**src/bpc_pkg.sv**
```systemverilog
// shared types and constants for the barometric pressure compensation unit
// no dependencies
`default_nettype none
package bpc_pkg;

  typedef struct packed {
    logic [15:0] raw_temperature;
    logic [23:0] raw_pressure;
  } item_t;

  typedef struct packed {
    logic signed [15:0] temperature;
    logic [19:0]        pressure;
    logic               divide_fault;
  } result_t;

  // unpacked calibration, already sign or zero extended to 32 bits
  typedef struct packed {
    logic [31:0] ac1;
    logic [31:0] ac2;
    logic [31:0] ac3;
    logic [31:0] ac4;
    logic [31:0] ac5;
    logic [31:0] ac6;
    logic [31:0] b1;
    logic [31:0] b2;
    logic [31:0] mc;
    logic [31:0] md;
    logic [1:0]  oss;
  } cal_t;

  localparam logic [2:0] REG_AC1_AC2  = 3'd0;
  localparam logic [2:0] REG_AC3_AC4  = 3'd1;
  localparam logic [2:0] REG_AC5_AC6  = 3'd2;
  localparam logic [2:0] REG_B1_B2    = 3'd3;
  localparam logic [2:0] REG_MC_MD    = 3'd4;
  localparam logic [2:0] REG_OVERSAMP = 3'd5;

  localparam logic [1:0]  OSS_RESET  = 2'd2;
  localparam logic [31:0] C_4000     = 32'd4000;
  localparam logic [31:0] C_3038     = 32'd3038;
  localparam logic [31:0] C_M7357    = 32'hFFFF_E343;
  localparam logic [31:0] C_3791     = 32'd3791;
  localparam logic [31:0] C_50000    = 32'd50000;
  localparam logic [31:0] C_32768    = 32'd32768;
  localparam logic [31:0] C_SIGN     = 32'h8000_0000;
  localparam logic [31:0] P_MAX      = 32'd1048575;

endpackage
`default_nettype wire

```
**src/bpc_front.sv**
```systemverilog
// front end: takes items from the command port into a two entry queue
// depends on bpc_pkg
`default_nettype none
module bpc_front
  import bpc_pkg::*;
(
  input  wire logic  clk,
  input  wire logic  rst,
  input  wire logic  start,
  input  wire item_t in_item,
  output logic       busy,
  output logic       q_valid,
  output item_t      q_item
);

  item_t      mem [2];
  logic       wr_ptr;
  logic       rd_ptr;
  logic [1:0] count;
  logic       push;
  logic       pop;

  assign busy    = (count == 2'd2);
  assign push    = start && !busy;
  // back end never stalls, so an entry leaves every cycle it is present
  assign pop     = (count != 2'd0);
  assign q_valid = pop;
  assign q_item  = mem[rd_ptr];

  always_ff @(posedge clk) begin
    if (push) begin
      mem[wr_ptr] <= in_item;
    end
  end

  always_ff @(posedge clk) begin
    if (rst) begin
      wr_ptr <= 1'b0;
      rd_ptr <= 1'b0;
      count  <= 2'd0;
    end else begin
      if (push) begin
        wr_ptr <= ~wr_ptr;
      end
      if (pop) begin
        rd_ptr <= ~rd_ptr;
      end
      count <= 2'(count + {1'b0, push} - {1'b0, pop});
    end
  end

endmodule
`default_nettype wire

```
**config.mk**
```make
export PLATFORM = sky130hd
export DESIGN_NAME = bpc_front
export DESIGN_NICKNAME = d
export VERILOG_FILES = /design/src/bpc_pkg.sv /design/src/bpc_front.sv
export SDC_FILE = /design/constraint.sdc
export NUM_CORES = 1
export LEC_CHECK = 0
export ABC_AREA = 1
export BUFFER_PORTS_ARGS = -buffer_cell sky130_fd_sc_hd__buf_2
export CAP_MARGIN = 20
export CORE_MARGIN = 1.5
export CORE_UTILIZATION = 45
export DETAILED_ROUTE_END_ITERATION = 8
export PLACE_DENSITY = 0.7
export SLEW_MARGIN = 25
export SYNTH_ARGS = -nofsm -noshare
export SYNTH_HDL_FRONTEND = slang
export SYNTH_SLANG_ARGS = --single-unit
```
**constraint.sdc**
```tcl
create_clock -name clk -period 3.4 [get_ports clk]
set_input_delay 0.68 -clock clk [delete_from_list [all_inputs] [get_ports clk]]
set_output_delay 0.68 -clock clk [all_outputs]
set_load 0.1 [all_outputs]
```
Yosys cells after proc, flatten, opt, wreduce, memory -nomap -nowiden --
Memory sizes are Yosys's and may differ from the RTL's. A register that Yosys moved wholly into a read port is not among the register bits. Index checks and enable logic that the tools add are counted.
Storage, ports and cells: bits in read-only memories 0, latch bits 0, register bits after elaboration 4, word-level logic and storage cells 16, bits in writable memories 80, memories 1
Cells by class: bitwise logic cells 2, muxes and demuxes 4, equal/unequal tests 1, $add $sub $neg 2, reductions and logical operators 3, multiply operators 0, order comparisons 0, div/mod/pow operators 0, shift operators 0
Memory list:
- mem | words 2, width 40, rd ports 1, clocked after Yosys merged registers in 1, write ports 1, RTL line bpc_front.sv:16 | item_t mem [2];
Operators by type and width (count):
- 1-bit two-way mux | 4
- 2-bit by 1-bit adder with 2-bit output | 1
- 2-bit == test, second input constant | 1
- 1-bit NOT | 2
- 2-bit nonzero test | 1
- 2-bit by 1-bit subtractor with 2-bit output | 1
- 1-bit logical AND | 1
- 1-bit logical NOT | 1

Longest topological paths before layout --
Gate-level depths: netlist of run 1.
depth in word-level cells 5, gate-level depth with buffers 5, mapped depth without buffers 5

Least setup slack after synthesis of run 1 --
Ideal clock, no wire load.
path kind input port to flip-flop, from in start, to mem mem[0][0] in the netlist's numbering (enable), data arrival time 2.420 ns, setup slack 0.542 ns, stages 2, cells stage by stage nand2_1 -> nor2_1
On the way: longest elaborated chain between the ends 3
RTL lines:
- start: declaration | RTL line bpc_front.sv:9 | input wire logic start,
- 1-bit logical AND | RTL line bpc_front.sv:24 | assign push = start && !busy;
- 1-bit two-way mux | RTL line bpc_front.sv:31 | if (push) begin
- 1-bit two-way mux (not written as such) | RTL line bpc_front.sv:32 | mem[wr_ptr] <= in_item;
- end: declaration | RTL line bpc_front.sv:16
Every way passes these cells.

==> results.md, run 1 <==
- The count of hold buffers inserted by post-cts repair is 0.
- The internal power of the cells totals 1.635 mW.
- For this configuration, the core starts out at a cell density of 47.45%.
- The number of placed instances with taps included is 310.
- The overall die area is 7354 um^2.
- The total count of max-transition violations in the final report is 0.
- Net switching is 30.72% of the power.
- Setup total negative slack on the finished layout was measured at 0 ns.
- The logic gate share of total power is 20.5%.
- The worst pin sits at a relative slew slack of 59.93%.
- For this design, the sink count on the clock tree is 85.
- The mux contribution to synthesized area is 14.62%.
- The reg2reg setup slack is 1.83 ns.
- The depth of the worst register-to-register path is 5.
- Static timing analysis puts the maximum clock frequency at 0.3700 GHz.
- The cell at the root of the clock tree is sky130_fd_sc_hd__clkbuf_8.
- The total count of hold-check failures in the final report is 0.
- Per report_power, the sequential group accounts for 51.9% of the total.
- The post-synthesis sequential area ratio is 81.20%.
- The overall track demand over capacity in global routing is 14.35%.
- Setup repair after global routing left no endpoint under its margin.
- The clock network is responsible for 27.6% of the overall power.
- After filler insertion, the fill cell instance count of the layout stands at 497.
- The arrival time at the worst endpoint is 2.02 ns.
- The net count of the finished layout is 287.
- The endpoint type of the worst setup path is a primary output.
- The number of design rule violations left after detail routing is 0.
- The path with the worst hold slack has its endpoint at count[1].
- The flow ran to the end, and the final reports show no timing, DRC or antenna violations.
- The launch point of the worst hold path is count[1].
- The measured slew at the worst slew-check pin is 0.6010 ns.
- In this run the power spent charging and discharging nets is 0.7251 mW.
- The worst-case IR drop observed on VDD is 0.0003184 V.
- The post-detailed-route count of antenna-violating nets is 0.
- When the netlist entered floorplanning its net count stood at 192.
- The design draws 2.360 mW.
- Walking the worst path, the cells encountered are buf_4 > mux2_2 > buf_2.
- The via count of the first global-routing pass is 1629.
- At the end of routability-driven placement, the weighted congestion stood at 0.6690.
- After clock tree synthesis, the clock-pin slew on the worst setup and hold paths is 0.07 ns.
- Across all layers, the routed design uses 1587 vias.
- Across the run, the number of max-cap violations was 0.
- The first detailed-routing pass took 4 iterations.
- Of all nets on the critical path, the largest fanout is 24.
- The met2 routed wirelength is 2.514 mm.
- The endpoint identified for the worst register-to-register timing path is mem[0][2].
- The worst reg2reg path startpoint is count[0].
- During placement, the flow inserted port buffers numbering 84.
- After Yosys synthesis, and, or, nand and nor cells account for 1.543% of the synthesized area.
- Global routing finished with a remaining overflow of 0.
- In the final routing, the length of wire on met1 measures 2.226 mm.
- In the detailed route, the total length drawn on met3 is 219 um.
- The TritonCTS clock tree is built.
- The critical-path cell with the highest stage delay is sky130_fd_sc_hd__dfxtp_2.
- The Yosys step of the flow raised 0 warnings.
- On the critical path the largest part of the delay comes from flip-flops.
- The antenna diode count is 0.
- In this run, synthesis produced a sequential element count of 85.
- The main combinational cell family by area after synthesis is multiplexers.
- The cell area power density is 625.9 nW/um^2.
- The maximum clock insertion buffer count is 2.
- The area growth from synthesis to final layout is 22.37%.
- Counting both buffers and inverters, the worst setup path holds a total of 2.
- The H-tree was split into 3 levels.
- The violation count after the first detailed-routing iteration is 81.
- The leakage power total is 1.442 nW.
- The post-detailed-route via-to-cell ratio is 4.868.
- Dividing the synthesized area by the synthesized cell count gives 20.68 um^2.
- The highest routing layer actually used is met4.
- Summing the areas of all fa, ha and maj instances in the mapped netlist gives 0% of the synthesized area.
- The worst path setup slack after routing is 0.6975 ns.
- The routed design has 5.028 mm of wire.
- The worst setup path is launched from a register.
- The number of top-level pins is 85.
- The site row count is 29.
- The critical path is of the register to primary output type.
- The clock latency at the later pin of the worst-skew pair is 0.34 ns.
- Setup violations remaining at the end of the flow were counted as 0.
- After clock tree synthesis, the repair step resized 0 gates.
- The final cell count without fillers is 326.
- The synthesized netlist devotes 0.5684% of its cell area to compound gates.
- The minimum clock period is 2.702 ns.
- The number of cells produced by synthesis is 149.
- The netlist area before placement is 3082 um^2.
- The number of antenna violations at the first check in global routing was 0.
- Entering global routing, the biggest net connects 41 pins.
- The first global-routing pass estimated 7.831 mm of wire.
- In this design, the stage delay of the slowest critical-path cell is 0.72 ns.
- The post-route netlist has 57.03% of its cells at a drive strength greater than 1.
- The core footprint is 6495 um^2.
- Timing analysis after detailed placement gives a worst setup slack of 1.003 ns.
- Summing the areas of all xor and xnor instances in the mapped netlist gives 0% of the synthesized area.
- The vertical die dimension is 85.76 um.
- After layout, the worst path uses 79.49% of the clock period.
- The setup skew after layout is 0.01122 ns.
- The detailed placement HPWL is 3.272 mm.
- The number of post-CTS setup repair buffers is 0.
- The worst hold path passes through 2 cells.
- The floorplan step set the die width to 85.76 um.
- In this run, distinct cell masters in the synthesized netlist total 12.
- In the final routed layout, each cell accounts on average for 15.42 um.
- The total CTS buffers is 9.
- At the worst endpoint, the required time is 2.72 ns.
- The kind of path behind the tightest hold check is register to register.
cell usage in the layout, fill, tap and decap left out, types with 2 or more instances in the layout:
| cell | instances |
|---|---|
| sky130_fd_sc_hd__clkinv_2 | 2 |
| sky130_fd_sc_hd__buf_2 | 84 |
| sky130_fd_sc_hd__dfxtp_1 | 4 |
| sky130_fd_sc_hd__nand2_1 | 4 |
| sky130_fd_sc_hd__edfxtp_1 | 80 |
| sky130_fd_sc_hd__inv_1 | 4 |
| sky130_fd_sc_hd__clkbuf_1 | 4 |
| sky130_fd_sc_hd__nor2_1 | 5 |
| sky130_fd_sc_hd__clkbuf_8 | 9 |
| sky130_fd_sc_hd__buf_4 | 4 |
| sky130_fd_sc_hd__mux2_2 | 40 |
cell usage after synthesis:
cell type / number / area (um^2)
sky130_fd_sc_hd__inv_1: 5 / 18.77
sky130_fd_sc_hd__dfxtp_1: 5 / 100.1
sky130_fd_sc_hd__buf_6: 4 / 45.04
sky130_fd_sc_hd__o21ai_0: 1 / 5.000
sky130_fd_sc_hd__nor3_1: 1 / 5.000
sky130_fd_sc_hd__nor2_1: 6 / 22.52
sky130_fd_sc_hd__o21a_1: 1 / 7.510
sky130_fd_sc_hd__nand2_1: 4 / 15.01
sky130_fd_sc_hd__a21oi_1: 1 / 5.000
sky130_fd_sc_hd__edfxtp_1: 80 / 2402
sky130_fd_sc_hd__mux2_2: 40 / 450.4
sky130_fd_sc_hd__nand3_1: 1 / 5.000
worst reg2reg max path, delay by kind of cell (launching register included):
kind,cells,cell delay (ns)
buffers and inverters,2,0.52
AND/OR/NAND/NOR,3,0.29
flip-flops,1,0.35
layer usage:
| metal | global-route usage [%] | up-vias |
|---|---|---|
| met5 | 0 | - |
| met4 | 7.038 | 0 |
| met3 | 3.754 | 5 |
| met2 | 23.48 | 45 |
| met1 | 17.80 | 775 |
| li1 | - | 762 |
state kept, by name (all words and copies together), names as in the netlist, named ones only:
register  count
rd_ptr        1
count         2
mem          80
wr_ptr        1
final cells by class:
cell class                 instances  area (um^2)  share of cell area, %
clock buffer                      13        138.9                  3.683
clock inverter                     3        40.04                  1.062
inverter                           5        18.77                 0.4977
multi-input combinational         55        523.0                  13.87
sequential                        85         2504                  66.39
tap                               77        96.34                  2.555
timing repair buffer              88        450.4                  11.94
logic make-up after synthesis:
kind of cell / Yosys count
buffers and inverters: 9
DFF: 85
muxes: 40
and+or+nand+nor: 12
AOI/OAI and AO/OA: 3
how the worst max path moves through the flow:
| stage | startpoint | endpoint | slack (ns) | cells after the start |
|---|---|---|---|---|
| final | register | q_item[30] | 0.70 | 3 |
| after global placement | register | q_item[8] | 1.06 | 3 |
| after CTS | register | q_item[30] | 0.64 | 3 |
| after detailed placement | register | q_item[32] | 1.00 | 3 |
| after floorplan | start | mem[0][0] | 0.54 | 2 |
| after global routing | register | q_item[2] | 0.57 | 3 |
power by group through the flow:
stage	sequential, mW	combinational, mW	clock (mW)
floorplan	1.24	0.408	0
global placement	1.25	0.483	0
detailed placement	1.25	0.487	0
CTS	1.23	0.488	0.673
global route	1.23	0.501	0.718
finish	1.22	0.484	0.652
through the flow:
stage	utilization, %	instance area [um^2]	hold slack (ns)
2_1_floorplan	-	3082	0.4480
3_3_place_gp	55.31	3592	0.4602
3_5_place_dp	55.31	3592	0.4667
4_1_cts	58.06	3771	0.4799
5_1_grt	58.06	3771	0.5041
6_report	58.06	3771	0.4810
(Power assumes the default switching activity.)
==> run 2: changes to the inputs <==
==> constraint.sdc (replaced) <==
create_clock -name clk -period 2.7 [get_ports clk]
set_input_delay 0.54 -clock clk [delete_from_list [all_inputs] [get_ports clk]]
set_output_delay 0.54 -clock clk [all_outputs]
set_load 0.1 [all_outputs]
==> run 2 against run 1 <==
Compared with the run above:
- critical path depth did not move
- core utilization decreased by 0.096 points
- first-iteration DRC count grew 11%
- combinational power grew 28%
- non-clock buffer count is the same
- clock power up 9.4%
- total power increased by 22%
- critical path type unchanged
==> results.md, run 2 (same netlist as run 1, synthesis figures left out) <==
- The flow ran to the end, and the final reports show no timing, DRC or antenna violations.
- The arrival time at the worst endpoint came to 1.83 ns (-0.19 ns).
- The total CTS buffers came to 9 (unchanged).
- The largest register by flop count is mem.
- The violation count after the first detailed-routing iteration is 90 (+11%).
- The final weighted congestion in routability-driven placement is 0.7090 (+6.0%).
- The number of placed instances with taps included is 310 (unchanged).
- The largest registers in the layout are mem x80, count x2.
- The post-detailed-route count of antenna-violating nets was 0 (unchanged).
- The max-slew headroom at the worst pin came to 62.54% (+2.6 points).
- The logic gate share of total power is 21.6% (+1.1 points).
- The net count of the finished layout was 287 (unchanged).
- The vertical die dimension is 85.76 um (unchanged).
- The overall track demand over capacity in global routing is 14.44% (+0.099 points).
- The relative contribution of sequential cells to total power is 53.6% (+1.7 points).
- The maximum fanout encountered on the critical timing path is 25 (+4.2%).
- The worst ir drop on vdd is 0.0003282 V (+3.1%).
- The total number of vias came to 1589 (+0.13%).
- The post-CTS clock slew at the launch and capture registers of the worst setup and hold paths is 0.08 ns (about the same).
- The count of hold buffers inserted by post-cts repair is 0 (unchanged).
- The share of the core filled with cells was 57.97% (-0.096 points).
- The number of sinks on the clock net came to 85 (unchanged).
- The top cell types in the final layout, fill and taps aside, are sky130_fd_sc_hd__buf_2, sky130_fd_sc_hd__edfxtp_1, sky130_fd_sc_hd__mux2_2.
- After layout, the minimum clock period comes to 2.373 ns.
- The setup skew after layout came to 0.005990 ns (-0.005227 ns).
- The post-detailed-route via-to-cell ratio is 4.889 (+0.43%).
- The total non-filler cell area in the finished layout came to 3765 um^2 (-0.17%).
- The number of setup violations in the final report came to 0 (unchanged).
- The kind of path behind the tightest hold check is input pin to register.
- The routed length per placed instance is 15.65 um (+1.4%).
- The clock latency at the later pin of the worst-skew pair is 0.33 ns (about the same).
- The flip-flop count of the largest register after layout is 80 (unchanged).
- The detailed placement HPWL is 3.373 mm (+3.1%).
- The core footprint came to 6495 um^2 (unchanged).
- The measured slew at the worst slew-check pin is 0.5606 ns (-0.04041 ns).
- The count of fill cells added during filler insertion came to 508 (+2.2%).
- The internal power was 1.956 mW (+20%).
- The H-tree level count is 3 (unchanged).
- Leaving out fill and tap cells, the most frequent cell in the layout is sky130_fd_sc_hd__buf_2.
- The kind of critical path is register to primary output.
- Traced cell by cell, the critical path runs through buf_12 > mux2_2 > buf_2.
- Based on the critical path, the design can be clocked at up to 0.4214 GHz.
- The total overflow reported by the global router is 0 (unchanged).
- The net switching power came to 0.9137 mW (+26%).
- The final cell count without fillers came to 325 (-0.31%).
- The number of post-CTS setup repair buffers is 0 (unchanged).
- Setup repair after global routing left no endpoint under its margin.
- The starting density of the core is 47.45% (unchanged).
- The largest stage delay on the critical path came to 0.59 ns (-0.13 ns).
- The instance area after placement is 3617 um^2 (+0.70%).
- The cell family contributing the most delay on the critical path is flip-flops.
- The antenna diode count is 0 (unchanged).
- The overall die area is 7354 um^2 (unchanged).
- Relative to the synthesized area, the layout overhead comes to 22.17%.
- The part of the cycle the worst path needs is 87.90%.
- The sum of buffers and inverters on the critical path came to 2 (unchanged).
- The multi-input combinational cell area is 523.0 um^2 (unchanged).
- The leakage power total came to 1.437 nW (-0.34%).
- The die span in x is 85.76 um (unchanged).
- The number of antenna violations at the first check in global routing is 0 (unchanged).
- The endpoint type of the worst setup path is a primary output.
- The cell area power density was 762.3 nW/um^2 (+22%).
- The maximum clock insertion buffer count is 2 (unchanged).
- The share of cells above drive strength 1 is 56.85% (-0.17 points).
- The number of design rule violations left after detail routing is 0 (unchanged).
- The fraction of power spent switching nets is 31.84% (+1.1 points).
- The via count of the first global-routing pass came to 1639 (+0.61%).
- The critical-path cell with the highest stage delay is sky130_fd_sc_hd__dfxtp_2.
- The area taken by flip-flops and latches came to 2504 um^2 (unchanged).
- The post-cts gate resize count is 0 (unchanged).
- The total count of max-transition violations in the final report is 0 (unchanged).
- The routed wire length is 5.085 mm (+1.1%).
- The number of detailed-route iterations in the first pass is 4 (unchanged).
- The final total negative setup slack came to 0 ns (unchanged).
- STA classifies the critical path startpoint as a register.
- The pin count of the biggest net entering global routing is 26 (-37%).
- The number of max-cap violations is 0 (unchanged).
- The site row count came to 29 (unchanged).
- The TritonCTS clock tree is built.
- The share of total power in the clock network is 24.8% (-2.8 points).
- The quantity of I/O buffers inserted on ports is 84 (unchanged).
- The cell at the root of the clock tree is sky130_fd_sc_hd__clkbuf_8.
- The total count of hold-check failures in the final report is 0 (unchanged).
- The number of top-level pins is 85 (unchanged).
- The required arrival time at the worst endpoint came to 2.16 ns (-0.56 ns).
- The global-route wire length before repair was 7.728 mm (-1.3%).
-- run 2: cell count changes in the layout (fill, tap and decap cells not counted), sizes merged --
cell,delta
bufinv,-1
clkbuf,-2
inv,+1
clkinv,+1
-- run 2: path summary, 6_finish.rpt --
kind,cells past startpoint,end,startpoint,slack [ns]
worst max-delay path,3,q_item[20],register,0.33
worst min-delay path,1,mem[1][35],in_item[35],0.39
worst max register to register,5,mem[0][30],count[0],0.99
worst min register to register,2,count[1],count[0],0.49
-- run 2: stage by stage --
step	hold slack (ns)	total power, mW	setup WS, ns
floorplan	0.4480	2.074	0.6541
global placement	0.4607	2.186	0.6729
detailed placement	0.4711	2.193	0.6617
CTS	0.3709	2.894	0.2858
global route	0.3605	2.977	0.2266
finish	0.3883	2.870	0.3268
-- run 2: layout make-up --
cell class                      count  area share [%]
Clock buffer                       11           3.490
Clock inverter                      4          0.4320
Inverter                            5          0.4985
Multi-Input combinational cell     55           13.89
Sequential cell                    85           66.50
Tap cell                           77           2.559
Timing Repair Buffer               88           12.63
-- run 2: power by group through the flow --
stage                     clock network, mW  registers, mW  logic (mW)
after floorplan                           0           1.56       0.514
after global placement                    0           1.57       0.620
after detailed placement                  0           1.57       0.624
after CTS                             0.729           1.54       0.625
after global routing                  0.791           1.54       0.641
final                                 0.713           1.54       0.619
-- run 2: worst register-to-register path: cells and delay by family, from the launching register on --
kind	cells	cell delay, ns
and+or+nand+nor	3	0.67
buffers and inverters	2	0.41
DFF	1	0.34
-- run 2: layer usage --
metal  part of all wire, %  vias to the layer above  track usage, %
met5                     0                        -               0
met4                   1.1                        0           6.158
met3                   6.6                        6           6.737
met2                    48                       55           22.19
met1                    44                      767           17.68
li1                      -                      761               -
==> run 3: changes to the inputs <==
--- a/config.mk
+++ b/config.mk
@@ -5,13 +5,13 @@
 export SDC_FILE = /design/constraint.sdc
 export NUM_CORES = 1
 export LEC_CHECK = 0
-export ABC_AREA = 1
 export BUFFER_PORTS_ARGS = -buffer_cell sky130_fd_sc_hd__buf_2
 export CAP_MARGIN = 20
 export CORE_MARGIN = 1.5
 export CORE_UTILIZATION = 45
 export DETAILED_ROUTE_END_ITERATION = 8
 export PLACE_DENSITY = 0.7
+export REMOVE_ABC_BUFFERS = 1
 export SLEW_MARGIN = 25
 export SYNTH_ARGS = -nofsm -noshare
 export SYNTH_HDL_FRONTEND = slang
==> run 3 against run 2 <==
Compared with the run above:
- hold slack worse by 0.0026 ns
- non-clock buffer count stayed put
- the flow now finishes with violations (DRC)
- register-to-register slack better by 0.06 ns
- synthesized area is 1.0% lower
- sequential power hardly changed
- first-iteration DRC count is 22% higher
==> results.md, run 3 <==
- The vertical die dimension came to 85.34 um (-0.49%).
- The quantity of I/O buffers inserted on ports is 84 (unchanged).
- The part of the cycle the worst path needs is 87.57% (-0.32 points).
- The count of warnings emitted by yosys came to 0 (unchanged).
- The checks that failed: DRC.
- The largest stage delay on the critical path is 0.58 ns (about the same).
- The cell area power density is 782.2 nW/um^2 (+2.6%).
- The internal power was 1.971 mW (+0.74%).
- The relative contribution of sequential cells to total power is 52.3% (-1.3 points).
- The maximum operating frequency is 0.4229 GHz (+0.37%).
- The share of the core filled with cells was 58.23% (+0.27 points).
- STA classifies the critical path startpoint as a register.
- The number of detailed-route iterations in the first pass is 5 (+1).
- The number of setup violations in the final report is 0 (unchanged).
- The share of total power in the clock network came to 24.6% (-0.2 points).
- The number of cells produced by synthesis is 144 (-3.4%).
- The largest register by flop count is mem.
- The die span in x came to 85.34 um (-0.49%).
- The leakage power total was 1.420 nW (-1.2%).
- The total CTS buffers is 9 (unchanged).
- The async set-or-reset flop fraction in the synthesized netlist came to 0% (unchanged).
- The worst path setup slack after routing is 0.3355 ns (+0.008659 ns).
- The post-detailed-route count of antenna-violating nets is 0 (unchanged).
- The overall die area is 7282 um^2 (-0.98%).
- The via count of the first global-routing pass was 1591 (-2.9%).
- The total count of max-transition violations in the final report is 0 (unchanged).
- The instance area after placement is 3605 um^2 (-0.35%).
- The length of routed wiring on met1 is 2.202 mm (-1.9%).
- The mux contribution to synthesized area is 14.77% (+0.15 points).
- The antenna diode count was 0 (unchanged).
- The overall track demand over capacity in global routing is 14.19% (-0.26 points).
- The cell taking the most area after synthesis is sky130_fd_sc_hd__edfxtp_1.
- The endpoint type of the worst setup path is a primary output.
- The count of hold buffers inserted by post-cts repair is 0 (unchanged).
- The site row count came to 29 (unchanged).
- The number of enable flip-flop cells after synthesis is 80 (unchanged).
- The post-cts gate resize count was 0 (unchanged).
- Ranked by instance count, the synthesized netlist is headed by sky130_fd_sc_hd__edfxtp_1, sky130_fd_sc_hd__mux2_2, sky130_fd_sc_hd__dfxtp_1.
- The maximum fanout encountered on the critical timing path was 25 (unchanged).
- The clock latency at the later pin of the worst-skew pair is 0.34 ns (about the same).
- The number of top-level pins is 85 (unchanged).
- The worst slack on hold paths is 0.3857 ns (-0.002642 ns).
- Traced cell by cell, the critical path runs through buf_12 > mux2_2 > buf_2.
- The net switching power is 0.9712 mW (+6.3%).
- The minimum clock period came to 2.365 ns (-0.008659 ns).
- The number of synthesized register bits is 85 (unchanged).
- The required arrival time at the worst endpoint is 2.16 ns (about the same).
- The violation count after the first detailed-routing iteration is 110 (+22%).
- The main combinational cell family by area after synthesis is multiplexers.
- The post-CTS clock slew at the launch and capture registers of the worst setup and hold paths came to 0.08 ns (about the same).
- The reg2reg setup slack is 1.05 ns (+0.06 ns).
- TritonCTS built the clock tree.
- The number of sinks on the clock net is 85 (unchanged).
- The cell at the root of the clock tree is sky130_fd_sc_hd__clkbuf_8.
- The critical-path cell with the highest stage delay is sky130_fd_sc_hd__dfxtp_2.
- For this run, the leading register cell type out of synthesis is sky130_fd_sc_hd__edfxtp_1.
- Setup repair after global routing left no endpoint under its margin.
- The number of design rule violations left after detail routing is 8 (+8).
- The post-detailed-route via-to-cell ratio is 4.947 (+1.2%).
- The routed wire length was 4.927 mm (-3.1%).
- The simple-gate portion of the synthesized area is 1.395% (-0.15 points).
- By startpoint and endpoint, the worst setup path is classified as register to primary output.
- The area growth from synthesis to final layout is 23.30%.
- Leaving out fill and tap cells, the most frequent cells in the layout are sky130_fd_sc_hd__buf_2, sky130_fd_sc_hd__edfxtp_1, sky130_fd_sc_hd__mux2_2.
- The setup skew after layout is 0.007217 ns (+0.001227 ns).
- The xor and xnor fraction of the mapped netlist area is 0.2871% (+0.29 points).
- The number of max-cap violations is 0 (unchanged).
- The final total negative setup slack is 0 ns (unchanged).
- The met2 routed wirelength is 2.209 mm (-9.7%).
- The logic gate share of total power was 23.2% (+1.6 points).
- The pin count of the biggest net entering global routing is 27 (+3.8%).
- The post-synthesis area per instance is 21.18 um^2 (+2.4%).
- The final cell count without fillers is 320 (-1.5%).
- The netlist area before placement was 3050 um^2 (-1.0%).
- The total number of vias is 1583 (-0.38%).
- The largest registers in the layout are mem x80, count x2.
- The total count of hold-check failures in the final report is 0 (unchanged).
- Leaving out fill and tap cells, the most frequent cell in the layout is sky130_fd_sc_hd__buf_2.
- The worst ir drop on vdd is 0.0005544 V (+69%).
- The fraction of the mapped netlist area in compound gates was 0.4922% (-0.076 points).
- The share of cells above drive strength 1 was 60.08% (+3.2 points).
- The detailed placement HPWL is 3.298 mm (-2.2%).
- The final weighted congestion in routability-driven placement was 0.6567 (-7.4%).
- The starting density of the core was 47.23% (-0.22 points).
- The net count of the finished layout is 282 (-1.7%).
- The flip-flop count of the largest register after layout is 80 (unchanged).
- The met3 wirelength from detailed routing is 446 um (+33%).
- The maximum clock insertion buffer count is 2 (unchanged).
- Yosys attributes the largest share of cell area to sky130_fd_sc_hd__edfxtp_1, sky130_fd_sc_hd__mux2_2, sky130_fd_sc_hd__dfxtp_1.
- The number of antenna violations at the first check in global routing came to 0 (unchanged).
- The core footprint was 6459 um^2 (-0.56%).
- The number of placed instances with taps included came to 305 (-1.6%).
- The max-slew headroom at the worst pin is 66.52% (+4.0 points).
- The total overflow reported by the global router came to 0 (unchanged).
- The adder-cell share of the synthesized area is 0% (unchanged).
- The flow ran to the end, but the final reports show violations.
- The post-synthesis sequential area ratio came to 82.03% (+0.83 points).
- Routed signal wires occupy layers up through met4.
- The global-route wire length before repair came to 7.576 mm (-2.0%).
- The portion of synthesized cell area occupied by the leading cell type is 78.75% (+0.80 points).
- The number of post-CTS setup repair buffers is 0 (unchanged).
- The fraction of power spent switching nets is 33.01% (+1.2 points).
- The arrival time at the worst endpoint is 1.82 ns (about the same).
- The overall power of the completed layout is 2.942 mW (+2.5%).
- The measured slew at the worst slew-check pin is 0.5058 ns (-0.05485 ns).
- The post-synthesis cell type count is 15 (+3).
- The routed length per placed instance came to 15.40 um (-1.6%).
- The kind of path behind the tightest hold check is input pin to register.
- The H-tree level count is 3 (unchanged).
- The total non-filler cell area in the finished layout is 3761 um^2 (about the same).
- The pre-CTS setup slack was 0.6617 ns (+0.00006700 ns).
- In the post-synthesis netlist, the cell with the most instances is sky130_fd_sc_hd__edfxtp_1.
==> run 3: cell count changes after synthesis, moves of 3 or more <==
cell / before / now
sky130_fd_sc_hd__nand2_1: 4 / 1
sky130_fd_sc_hd__buf_2: 0 / 4
sky130_fd_sc_hd__buf_6: 4 / 0
sky130_fd_sc_hd__inv_1: 5 / 2
sky130_fd_sc_hd__nor2_1: 6 / 3
==> run 3: layout make-up <==
type | count | area, um^2
well taps | 77 | 96.34
clock inverters | 5 | 28.78
clock buffers | 10 | 127.6
fillers | 541 | 2698
repair buffers | 88 | 475.5
flip-flops and latches | 85 | 2504
multi-input cells | 52 | 518.0
inverters | 3 | 11.26
==> run 3: cells by family after synthesis <==
kind of cell | after synthesis
buffers and inverters | 7
flip-flops | 85
multiplexers | 40
XOR/XNOR | 1
AO/OA/AOI/OAI | 3
AND/OR/NAND/NOR | 8
==> run 3: worst paths after layout <==
| path | start | endpoint | depth (start not counted) |
|---|---|---|---|
| worst min register to register | count[0] | count[1] | 2 |
| worst max register to register | count[0] | mem[0][0] | 5 |
| worst max-delay path | register | q_item[5] | 3 |
| worst min-delay path | in_item[2] | mem[0][2] | 1 |
==> run 3: critical path, delay by kind of cell (launching register included) <==
family                 cells  cell delay [ns]
buffers and inverters      2             0.53
multiplexers               1             0.36
flip-flops                 1             0.58
==> run 3: power by group through the flow <==
| stage | clock network [mW] | registers, mW | logic (mW) |
|---|---|---|---|
| after detailed placement | 0 | 1.57 | 0.686 |
| after CTS | 0.756 | 1.54 | 0.687 |
| after floorplan | 0 | 1.57 | 0.551 |
| after global routing | 0.803 | 1.54 | 0.705 |
| final | 0.723 | 1.54 | 0.682 |
| after global placement | 0 | 1.56 | 0.683 |
==> run 3: metal layers <==
metal | GRT usage (%) | vias up
met2 | 22.37 | 65
met3 | 4.961 | 7
met5 | 0 | -
li1 | - | 748
met1 | 17.92 | 763
met4 | 6.158 | 0
